`src/rtl/core/frt_pkg.sv`:
```
// Package with the types and constants of the fragment reassembly tracker.
`default_nettype none

package frt_pkg;

  localparam int MAP_W      = 32;
  localparam int LIFE_W     = 24;
  localparam int STATUS_W   = 3;
  localparam int OUT_IDX_W  = 3;
  localparam int OUT_CNT_W  = 4;
  localparam int SRC_ADDR_W = 64;
  localparam int LEN_W      = 4;
  localparam int FRAG_ID_W  = 16;
  localparam int SEQ_W      = 5;

  localparam logic [MAP_W-1:0]  FULL_MAP       = 32'hFFFF_FFFF;
  localparam logic [MAP_W-1:0]  TOP_BIT        = 32'h8000_0000;
  localparam logic [LIFE_W-1:0] LIFETIME_RESET = 24'd10000;

  localparam logic REQ_FRAG = 1'b0;
  localparam logic REQ_TICK = 1'b1;

  typedef enum logic [STATUS_W-1:0] {
    ST_PENDING   = 3'd0,
    ST_DUPLICATE = 3'd1,
    ST_COMPLETE  = 3'd2,
    ST_DROPPED   = 3'd3,
    ST_TICK_DONE = 3'd4
  } status_t;

endpackage

`default_nettype wire

```
`src/rtl/core/fragment_reassembly_tracker.sv`:
```
// Fragment reassembly tracker: entry table with arrival maps and lifetime countdowns.
//
//   Channel  Direction  Handshake                Payload
//   in_      input      in_valid / in_ready      req_type, src_addr, src_addr_len,
//                                                frag_id, frag_seq, more_frags
//   out_     output     out_valid / out_ready    status, entry_index, expired_count
//   cfg_     input      cfg_wr_en (no wait)      cfg_wr_data (lifetime in ticks)
//
// One item is taken per cycle unless the output stalls; the lookup stage loads its result into the result register.
// The rate is set by the lookup stage, which compares the key against every entry
// register and updates the table at the same edge that loads the result register.
// Reset is synchronous, active low, and clears all entries; no clearing pass.
// A stalled output holds the lookup stage; the input register keeps one more item.
`default_nettype none

module fragment_reassembly_tracker #(
  parameter int TABLE_ENTRIES = 8,
  parameter int ADDR_BYTES    = 8
) (
  input  wire                                clk,
  input  wire                                rst_n,
  input  wire                                in_valid,
  output logic                               in_ready,
  input  wire                                in_req_type,
  input  wire  [frt_pkg::SRC_ADDR_W-1:0]     in_src_addr,
  input  wire  [frt_pkg::LEN_W-1:0]          in_src_addr_len,
  input  wire  [frt_pkg::FRAG_ID_W-1:0]      in_frag_id,
  input  wire  [frt_pkg::SEQ_W-1:0]          in_frag_seq,
  input  wire                                in_more_frags,
  output logic                               out_valid,
  input  wire                                out_ready,
  output logic [frt_pkg::STATUS_W-1:0]       out_status,
  output logic [frt_pkg::OUT_IDX_W-1:0]      out_entry_index,
  output logic [frt_pkg::OUT_CNT_W-1:0]      out_expired_count,
  input  wire                                cfg_wr_en,
  input  wire  [frt_pkg::LIFE_W-1:0]         cfg_wr_data
);

  import frt_pkg::*;

  localparam int IDX_W  = (TABLE_ENTRIES > 1) ? $clog2(TABLE_ENTRIES) : 1;
  localparam int CNT_W  = $clog2(TABLE_ENTRIES + 1);
  localparam int ADDR_W = ADDR_BYTES * 8;

  // Configuration.
  logic [LIFE_W-1:0] lifetime_r;

  // Input register.
  logic              s_v_r;
  logic              s_req_r;
  logic [ADDR_W-1:0] s_addr_r;
  logic [LEN_W-1:0]  s_len_r;
  logic [FRAG_ID_W-1:0] s_id_r;
  logic [SEQ_W-1:0]  s_seq_r;
  logic              s_mf_r;

  // Entry table.
  logic [TABLE_ENTRIES-1:0] valid_r;
  logic [TABLE_ENTRIES-1:0] valid_nxt;
  logic [ADDR_W-1:0]        addr_r [TABLE_ENTRIES];
  logic [LEN_W-1:0]         len_r  [TABLE_ENTRIES];
  logic [FRAG_ID_W-1:0]     id_r   [TABLE_ENTRIES];
  logic [MAP_W-1:0]         map_r  [TABLE_ENTRIES];
  logic [LIFE_W-1:0]        time_r [TABLE_ENTRIES];

  // Result register.
  logic                 o_v_r;
  status_t              o_status_r;
  logic [OUT_IDX_W-1:0] o_idx_r;
  logic [OUT_CNT_W-1:0] o_cnt_r;

  // Lookup stage.
  logic                     out_adv;
  logic                     fire;
  logic [ADDR_W-1:0]        key_addr;
  logic [TABLE_ENTRIES-1:0] match_vec;
  logic [TABLE_ENTRIES-1:0] expire_vec;
  logic                     hit_found;
  logic [IDX_W-1:0]         hit_idx;
  logic                     free_found;
  logic [IDX_W-1:0]         free_idx;
  logic [IDX_W-1:0]         sel_idx;
  logic                     drop;
  logic [MAP_W-1:0]         cur_map;
  logic [MAP_W-1:0]         seq_map;
  logic [MAP_W-1:0]         new_map;
  logic                     dup;
  logic                     complete;
  logic [CNT_W-1:0]         exp_cnt;
  logic [31:0]              idx_ext;
  logic [31:0]              cnt_ext;
  status_t                  status_nxt;

  assign out_adv  = !o_v_r || out_ready;
  assign fire     = s_v_r && out_adv;
  assign in_ready = !s_v_r || out_adv;

  always_comb begin
    for (int b = 0; b < ADDR_BYTES; b++) begin
      key_addr[b*8 +: 8] = (4'(b) < s_len_r) ? s_addr_r[b*8 +: 8] : 8'h00;
    end
  end

  always_comb begin
    for (int i = 0; i < TABLE_ENTRIES; i++) begin
      match_vec[i]  = valid_r[i] && (len_r[i] == s_len_r) && (addr_r[i] == key_addr) &&
                      (id_r[i] == s_id_r);
      // A countdown of one or zero runs out on this tick.
      expire_vec[i] = valid_r[i] && (time_r[i][LIFE_W-1:1] == '0);
    end
  end

  // Lowest matching entry and lowest free entry.
  always_comb begin
    hit_found  = 1'b0;
    hit_idx    = '0;
    free_found = 1'b0;
    free_idx   = '0;
    for (int i = TABLE_ENTRIES - 1; i >= 0; i--) begin
      if (match_vec[i]) begin
        hit_found = 1'b1;
        hit_idx   = IDX_W'(i);
      end
      if (!valid_r[i]) begin
        free_found = 1'b1;
        free_idx   = IDX_W'(i);
      end
    end
  end

  always_comb begin
    exp_cnt = '0;
    for (int i = 0; i < TABLE_ENTRIES; i++) begin
      exp_cnt = exp_cnt + CNT_W'(expire_vec[i]);
    end
  end

  always_comb begin
    sel_idx  = hit_found ? hit_idx : free_idx;
    drop     = !hit_found && !free_found;
    cur_map  = hit_found ? map_r[hit_idx] : '0;
    // A last fragment marks its own bit and every later one.
    seq_map  = s_mf_r ? (TOP_BIT >> s_seq_r) : (FULL_MAP >> s_seq_r);
    new_map  = cur_map | seq_map;
    dup      = (cur_map & seq_map) != '0;
    complete = !dup && (new_map == FULL_MAP);
    idx_ext  = 32'(sel_idx);
    cnt_ext  = 32'(exp_cnt);
  end

  always_comb begin
    valid_nxt = valid_r;
    if (s_req_r == REQ_TICK) begin
      valid_nxt  = valid_r & ~expire_vec;
      status_nxt = ST_TICK_DONE;
    end else if (drop) begin
      status_nxt = ST_DROPPED;
    end else begin
      valid_nxt[sel_idx] = !complete;
      if (dup) begin
        status_nxt = ST_DUPLICATE;
      end else if (complete) begin
        status_nxt = ST_COMPLETE;
      end else begin
        status_nxt = ST_PENDING;
      end
    end
  end

  // Control state.
  always_ff @(posedge clk) begin
    if (!rst_n) begin
      lifetime_r <= LIFETIME_RESET;
      s_v_r      <= 1'b0;
      valid_r    <= '0;
      o_v_r      <= 1'b0;
    end else begin
      if (cfg_wr_en) begin
        lifetime_r <= cfg_wr_data;
      end
      if (in_ready) begin
        s_v_r <= in_valid;
      end
      if (fire) begin
        valid_r <= valid_nxt;
        o_v_r   <= 1'b1;
      end else if (out_ready) begin
        o_v_r <= 1'b0;
      end
    end
  end

  // Input payload.
  always_ff @(posedge clk) begin
    if (in_valid && in_ready) begin
      s_req_r  <= in_req_type;
      s_addr_r <= in_src_addr[ADDR_W-1:0];
      s_len_r  <= in_src_addr_len;
      s_id_r   <= in_frag_id;
      s_seq_r  <= in_frag_seq;
      s_mf_r   <= in_more_frags;
    end
  end

  // Table payload.
  always_ff @(posedge clk) begin
    if (fire) begin
      if (s_req_r == REQ_TICK) begin
        for (int i = 0; i < TABLE_ENTRIES; i++) begin
          if (valid_r[i] && !expire_vec[i]) begin
            time_r[i] <= time_r[i] - LIFE_W'(1);
          end
        end
      end else if (!drop) begin
        time_r[sel_idx] <= lifetime_r;
        if (!hit_found) begin
          addr_r[sel_idx] <= key_addr;
          len_r[sel_idx]  <= s_len_r;
          id_r[sel_idx]   <= s_id_r;
        end
        if (!dup) begin
          map_r[sel_idx] <= new_map;
        end
      end
    end
  end

  // Result payload.
  always_ff @(posedge clk) begin
    if (fire) begin
      o_status_r <= status_nxt;
      if (s_req_r == REQ_TICK) begin
        o_idx_r <= '0;
        o_cnt_r <= cnt_ext[OUT_CNT_W-1:0];
      end else begin
        o_idx_r <= drop ? '0 : idx_ext[OUT_IDX_W-1:0];
        o_cnt_r <= '0;
      end
    end
  end

  assign out_valid         = o_v_r;
  assign out_status        = o_status_r;
  assign out_entry_index   = o_idx_r;
  assign out_expired_count = o_cnt_r;

endmodule

`default_nettype wire

```
`config.mk`:
```
export PLATFORM = sky130hd
export DESIGN_NAME = fragment_reassembly_tracker
export DESIGN_NICKNAME = d
export VERILOG_FILES = /design/src/rtl/core/frt_pkg.sv /design/src/rtl/core/fragment_reassembly_tracker.sv
export SDC_FILE = /design/constraint.sdc
export NUM_CORES = 2
export LEC_CHECK = 0
export BUFFER_PORTS_ARGS = -buffer_cell sky130_fd_sc_hd__buf_2
export CORE_UTILIZATION = 53
export DETAILED_ROUTE_END_ITERATION = 8
export PLACE_DENSITY = 0.69
export SYNTH_ARGS = -nofsm -noshare
export SYNTH_HDL_FRONTEND = slang
export SYNTH_SLANG_ARGS = --single-unit
```
`constraint.sdc`:
```
create_clock -name clk -period 38.2 [get_ports clk]
set_input_delay 1.91 -clock clk [delete_from_list [all_inputs] [get_ports clk]]
set_output_delay 1.91 -clock clk [all_outputs]
set_load 0.01 [all_outputs]
```
# Yosys cells after proc, flatten, opt, wreduce, memory -nomap -nowiden

Memories as Yosys holds them, arrays and structs flattened.
Cells that the tools add are included.

Logic and storage cells: 251
RAM bits: 1120
Flip-flop bits (word level): 135
Input bits: 120
Memories kept: 5

Memories:

| memory | depth | bits a word | rd ports | clocked after Yosys merged registers in | write ports | line                              | source |
|---|---|---|---|---|---|---|---|
| addr_r | 8     | 64          | 8        | 0                                       | 1           | fragment_reassembly_tracker.sv:60 | `logic [ADDR_W-1:0] addr_r [TABLE_ENTRIES];` |
| map_r  | 8     | 32          | 1        | 0                                       | 1           | fragment_reassembly_tracker.sv:63 | `logic [MAP_W-1:0] map_r [TABLE_ENTRIES];` |
| time_r | 8     | 24          | 8        | 0                                       | 8           | fragment_reassembly_tracker.sv:64 | `logic [LIFE_W-1:0] time_r [TABLE_ENTRIES];` |
| id_r   | 8     | 16          | 8        | 0                                       | 1           | fragment_reassembly_tracker.sv:62 | `logic [FRAG_ID_W-1:0] id_r [TABLE_ENTRIES];` |
| len_r  | 8     | 4           | 8        | 0                                       | 1           | fragment_reassembly_tracker.sv:61 | `logic [LEN_W-1:0] len_r [TABLE_ENTRIES];` |

Mux-type cells: 102
Add/sub/neg operators: 15
Shift operators: 2
Reductions and logical operators: 74
Bitwise logic cells: 4
Order comparisons: 10
Eq/ne operators: 26

Operator list:

| kind                                                       | count |
|---|---|
| == test 64 bit                                             | 8 |
| subtractor 24 x 1 -> 24 bit (second input constant)        | 8 |
| zero test 23 bit                                           | 8 |
| == test 16 bit                                             | 8 |
| two-way mux 8 bit                                          | 10 |
| two-way mux 1 bit                                          | 66 |
| two-way mux 32 bit                                         | 2 |
| right shift 32 x 5 -> 32 bit (first input constant)        | 2 |
| two-way mux 3 bit                                          | 18 |
| logical AND 1 bit                                          | 45 |
| bitwise AND 32 bit                                         | 1 |
| == test 32 bit (second input constant)                     | 1 |
| == test 4 bit                                              | 8 |
| OR 32 bit                                                  | 1 |
| nonzero test 32 bit                                        | 1 |
| two-way mux 24 bit                                         | 1 |
| OR reduction 24 bit                                        | 1 |
| adder 4 x 1 -> 4 bit                                       | 4 |
| less-than comparator 3 x 4 -> 1 bit (first input constant) | 4 |
| zero test 1 bit                                            | 14 |
| bitwise AND 8 bit                                          | 1 |
| bitwise mux 8 bit                                          | 1 |
| less-than comparator 1 x 4 -> 1 bit (first input constant) | 2 |
| less-than comparator 2 x 4 -> 1 bit (first input constant) | 2 |
| other kinds (13)                                           | 16 |

# Longest topological paths before layout

An unclocked memory read counts as a cell.

Depth after elaboration: 23
Depth in mapped cells: 25
Depth with buffers taken out: 17

# Worst setup path before layout

No wires, ideal clock.

Path kind: register to register
From: reg s_len_r[3]
To: mem addr_r[3][0] (netlist bit) (enable)
Data required time: 37.467 ns
Stages on the path, launching flop included: 18
Setup slack: 25.786 ns
Arrival time: 11.681 ns
Clock period less this slack: 12.414 ns
Setup time: 0.733 ns
Cell sequence: edfxtp_1 -> buf_4 -> buf_8 -> buf_6 -> a21o_1 -> buf_4 -> buf_2 -> buf_2 -> and3_1 -> o21ai_0 -> nor4_1 -> and3_1 -> and4_1 -> a2111oi_4 -> nand4_1 -> or3b_2 -> clkbuf_1 -> nor4_1

Word-level cells in the longest chain between the ends: 19
Elaborated cells between the ends (all ways): 80
Classes of those cells: order compare: 8; eq/ne: 16; mux: 30; reduce/logical: 26

RTL lines:

| what                                                              | line                               | source |
|---|---|---|
| start, declared                                                   | fragment_reassembly_tracker.sv:52  | `logic [LEN_W-1:0] s_len_r;` |
| start signal, assigned                                            | fragment_reassembly_tracker.sv:198 | `s_len_r <= in_src_addr_len;` |
| less-than comparator 1 x 4 -> 1 bit, or another cell as far along | fragment_reassembly_tracker.sv:100 | `key_addr[b*8 +: 8] = (4'(b) < s_len_r) ? s_addr_r[b*8 +: 8] : 8'h00;` |
| two-way mux 8 bit                                                 | fragment_reassembly_tracker.sv:100 |  |
| == test 64 bit                                                    | fragment_reassembly_tracker.sv:106 | `match_vec[i] = valid_r[i] && (len_r[i] == s_len_r) && (addr_r[i] == key_addr) &&` |
| logical AND 1 bit (2 in a row)                                    | fragment_reassembly_tracker.sv:106 |  |
| two-way mux 1 bit (8 in a row)                                    | fragment_reassembly_tracker.sv:120 | `if (match_vec[i]) begin` |
| zero test 1 bit                                                   | -                                  |  |
| logical AND 1 bit                                                 | fragment_reassembly_tracker.sv:140 | `drop = !hit_found && !free_found;` |
| two-way mux 1 bit                                                 | fragment_reassembly_tracker.sv:214 | `end else if (!drop) begin` |
| two-way mux 1 bit                                                 | fragment_reassembly_tracker.sv:208 | `if (s_req_r == REQ_TICK) begin` |
| two-way mux 1 bit                                                 | fragment_reassembly_tracker.sv:207 | `if (fire) begin` |
| two-way mux 1 bit (implied by the code)                           | fragment_reassembly_tracker.sv:217 | `addr_r[sel_idx] <= key_addr;` |
| end, declared                                                     | fragment_reassembly_tracker.sv:60  |  |

Parallel ways exist; a longest one is shown, timed or not.

# Worst setup path in the final report

From: reg s_len_r[3]
To: mem map_r[1][26] (enable)

Word-level cells in the longest chain between the ends: 22
Elaborated cells between the ends (all ways): 84
Classes of those cells: order compare: 8; eq/ne: 16; mux: 31; bitwise: 1; reduce/logical: 27; memory: 1

RTL lines:

| what                                    | line                               | source |
|---|---|---|
| less-than comparator 3 x 4 -> 1 bit (*) | fragment_reassembly_tracker.sv:100 |  |
| two-way mux 8 bit (*)                   | fragment_reassembly_tracker.sv:100 |  |
| via key_addr[62]                        | fragment_reassembly_tracker.sv:75  | `logic [ADDR_W-1:0] key_addr;` |
| == test 64 bit                          | fragment_reassembly_tracker.sv:106 |  |
| logical AND 1 bit (2 in a row)          | fragment_reassembly_tracker.sv:106 |  |
| two-way mux 3 bit (8 in a row)          | fragment_reassembly_tracker.sv:120 |  |
| memory (8 x 32 bit)                     | -                                  |  |
| two-way mux 32 bit                      | fragment_reassembly_tracker.sv:141 | `cur_map = hit_found ? map_r[hit_idx] : '0;` |
| bitwise AND 32 bit                      | fragment_reassembly_tracker.sv:145 | `dup = (cur_map & seq_map) != '0;` |
| nonzero test 32 bit                     | fragment_reassembly_tracker.sv:145 |  |
| two-way mux 1 bit                       | fragment_reassembly_tracker.sv:221 | `if (!dup) begin` |
| two-way mux 1 bit                       | fragment_reassembly_tracker.sv:214 |  |
| two-way mux 1 bit                       | fragment_reassembly_tracker.sv:208 |  |
| two-way mux 1 bit                       | fragment_reassembly_tracker.sv:207 |  |
| two-way mux 1 bit (implied by the code) | fragment_reassembly_tracker.sv:222 | `map_r[sel_idx] <= new_map;` |
| end, declared                           | fragment_reassembly_tracker.sv:63  |  |

Mark *: on every way through the listed nets, which the timed path passes. The rest lies on a longest branch.

==> results.sh <==
export IMPL_power_w=0.00307
export IMPL_place_inst=6216
export IMPL_clock_latency_ps=770
export IMPL_gp_congestion=1.05
export IMPL_antenna_found_initial=3
export IMPL_leakagePower_nw=22.5
export IMPL_layout_nets=5005
export IMPL_syn_inst=4752
export IMPL_drt_wl_total_um=188000
export IMPL_hold_class="reg -> reg"
export IMPL_postCtsSetupRepairBufs=0
export IMPL_grt_usage=0.331
export IMPL_yosysWarnings=0
export IMPL_ir_drop_v=0.0000429
export IMPL_synth_edf_count=1221
export IMPL_r2r_slack_ps=28660
export IMPL_comb_power_share=0.054
export IMPL_timing_hold_violations_final=0
export IMPL_synth_area_um2=59000
export IMPL_core_area_um2=111000
export IMPL_syn_nets=4887
export IMPL_hpwl_um=128000
export IMPL_reg2reg_to="map_r[1][26]$_DFFE_PP_"
export IMPL_num_vias=41200
export IMPL_timing_final_ws_setup_ps=28660
export IMPL_drt_iter0_drc=5179
export IMPL_final_instance_count_excl_fill=6470
export IMPL_max_freq_ghz=0.105
export IMPL_final_cell_mix="edfxtp_1 (1,221), nor2_1 (447), a21oi_1 (330)"
export IMPL_ctsHoldBuffers=0
export IMPL_drv_slew=0
export IMPL_finalClockSkew_ps=29.8
export IMPL_worst_pin_slew_ps=1270
export IMPL_ant_nets=0
export IMPL_area_growth_pct=11.4
export IMPL_fin_crit_sh=0.250
export IMPL_wl_per_cell_um=29.0
export IMPL_die_x_um=336
export IMPL_die_h_um=336
export IMPL_dp_slack_ps=28730
export IMPL_path_clk_slew_ps=60
export IMPL_rr_worst_depth=19
export IMPL_numCtsBuffers=140
export IMPL_p_sw_w=0.000701
export IMPL_synth_area_per_cell_um2=12.4
export IMPL_n_fill_cell=8787
export IMPL_cap_violations=0
export IMPL_ys_seq_elements=1255
export IMPL_h_tree_depth=4
export IMPL_setup_tns_ps=0
export IMPL_rsz0062_at_grt="no"
export IMPL_critical_path_class="reg -> reg"
export IMPL_start_util=0.534
export IMPL_rr_startpoint="s_len_r[3]$_DFFE_PP_"
export IMPL_setup_viol=0
export IMPL_postSynth_asyncResetShare=0
export IMPL_viasPerCell=6.37
export IMPL_root_buffer="clkbuf_16"
export IMPL_ctsResizeCount=0
export IMPL_sw_frac_of_total=0.228
export IMPL_route_detailed_drc=0
export IMPL_crit_required_ps=38570
export IMPL_drive_gt1_frac=0.103
export IMPL_finalCriticalPeriod_ps=9540
export IMPL_cp_max_fo=32
export IMPL_final_common_cell="edfxtp_1"
export IMPL_cp_arrival_ps=9910
export IMPL_whs_ps=527
export IMPL_internal_power_w=0.00237
export IMPL_die_area_um2=113000
export IMPL_ys_flop_type="edfxtp_1"
export IMPL_rows=122
export IMPL_cp_end_kind="flop"
export IMPL_critPathLaunch="s_len_r[3]$_DFFE_PP_"
export IMPL_grt_pass1_wl_um=268000
export IMPL_status="completed"
export IMPL_firstDrtPassIters=6
export IMPL_powerDensity_nw_per_um2=46.7
export IMPL_tritoncts="done"
export IMPL_clkSinkCount=1255
export IMPL_slew_headroom=0.148
export IMPL_crit_end="map_r[1][26]$_DFFE_PP_"
export IMPL_ys_types=106
export IMPL_power_frac_clock=0.439
export IMPL_ys_seq_area_frac=0.633
export IMPL_ioPinCount=132
export IMPL_grt_max_degree=83
export IMPL_portBuffers=131
export IMPL_grt_pass1_vias=38500
export IMPL_grt_ovfl_total=0
export IMPL_cts_buffer_depth=3
export IMPL_cp_start_kind="flop"
export IMPL_seqPwrFrac=0.508
## power groups by stage
stage	registers [W]	clock network [W]	logic, W
final	0.00156	0.00135	0.000165
after global routing	0.00156	0.00141	0.000173
after CTS	0.00156	0.00136	0.000163
after detailed placement	0.00159	0	0.000162
after global placement	0.00159	0	0.000160
after floorplan	0.00157	0	0.000101
## cells by family (layout without fill, tap and decap cells)
logic type | after synthesis | count (layout) | synth area share
and+or+nand+nor | 1476 | 1476 | 0.130
DFF | 1255 | 1255 | 0.633
AOI/OAI and AO/OA | 998 | 998 | 0.116
xor gates and xnor gates | 562 | 562 | 0.0834
buffers and inverters | 418 | 647 | 0.0302
muxes | 28 | 28 | 0.00477
adders and majority gates | 15 | 15 | 0.00369
other | 0 | 1 | 0
## stage by stage
step | cell area (µm²) | util
after floorplan | 59000 | -
after global placement | 61300 | 0.554
after detailed placement | 61300 | 0.554
after CTS | 65800 | 0.595
after global routing | 65800 | 0.595
final | 65800 | 0.595
## worst min path at each step
stage | start | cells past startpoint | end
floorplan | s_req_r$_DFFE_PP_ | 0 | out_status[2]$_SDFFCE_PP1P_
global placement | s_v_r$_SDFFE_PN0N_ | 1 | out_valid$_SDFFE_PN0P_
detailed placement | s_v_r$_SDFFE_PN0N_ | 1 | out_valid$_SDFFE_PN0P_
CTS | s_v_r$_SDFFE_PN0N_ | 1 | out_valid$_SDFFE_PN0P_
global route | s_v_r$_SDFFE_PN0N_ | 1 | out_valid$_SDFFE_PN0P_
finish | s_v_r$_SDFFE_PN0N_ | 1 | out_valid$_SDFFE_PN0P_
## flip-flops by register name, indices dropped and copies added, names as in the netlist, 8 cells and up
signal and flops:
map_r 256, id_r 128, valid_r 8, time_r 192, s_id_r 16, addr_r 512, len_r 32, lifetime_r 24
s_addr_r 64
## cell usage after synthesis (all sizes together) (22+ instances only)
| cell | count | share of area |
|---|---|---|
| a221oi | 26 | 0.0039 |
| edfxtp | 1221 | 0.62 |
| o32ai | 36 | 0.0055 |
| dfxtp | 34 | 0.012 |
| nor2b | 65 | 0.0069 |
| buf | 106 | 0.010 |
| xor2 | 242 | 0.036 |
| nor4 | 96 | 0.011 |
| and2 | 22 | 0.0023 |
| nand3 | 74 | 0.0064 |
| nor4bb | 28 | 0.0047 |
| a31oi | 45 | 0.0048 |
| nor3 | 93 | 0.0082 |
| o21ai | 145 | 0.012 |
| nor2 | 458 | 0.029 |
| or4 | 51 | 0.0066 |
| inv | 171 | 0.011 |
| nand2b | 47 | 0.0050 |
| o211ai | 22 | 0.0028 |
| o221ai | 24 | 0.0036 |
| xnor2 | 320 | 0.047 |
| nand2 | 280 | 0.018 |
| a21oi | 332 | 0.028 |
| and3 | 70 | 0.0074 |
| o22ai | 66 | 0.0070 |
| or3 | 26 | 0.0028 |
| mux2i | 27 | 0.0046 |
| o2111ai | 32 | 0.0049 |
| nand4 | 72 | 0.0077 |
| clkbuf | 139 | 0.0088 |
| o21a | 28 | 0.0036 |
| a211oi | 26 | 0.0033 |
## metal layers
metal,up-vias,share of wire,track usage,routed length (µm)
met5,-,0.000069,0,13
li1,18100,-,-,-
met3,425,0.089,0.0528,16800
met4,2,0.052,0.159,9840
met1,20300,0.40,0.453,75200
met2,2310,0.46,0.516,86100
## critical path, cell delays in order, from the launching register on
cell and delay (ps):
edfxtp_1 630, buf_4 430, buf_4 430, inv_1 380, buf_4 330, nor2_1 670
xnor2_1 270, o2111ai_1 290, nor4_1 670, and4_1 560, a2111oi_4 160, nand2_1 410
buf_4 410, nor2_1 130, a221oi_1 460, nand2_1 100, a2111oi_0 650, nand4_1 250
nor4_4 870, and2b_2 930
## layout make-up
type	count	area, µm²	share of cell area
sequential	1255	37300	0.568
multi-input combinational	3079	20100	0.305
clock buffer	181	3850	0.0585
tap	1488	1860	0.0283
timing repair buffer	221	1340	0.0204
clock inverter	72	672	0.0102
inverter	173	649	0.00987
antenna	1	2.50	0.0000380
No activity file was read; power rests on OpenSTA's default activity.
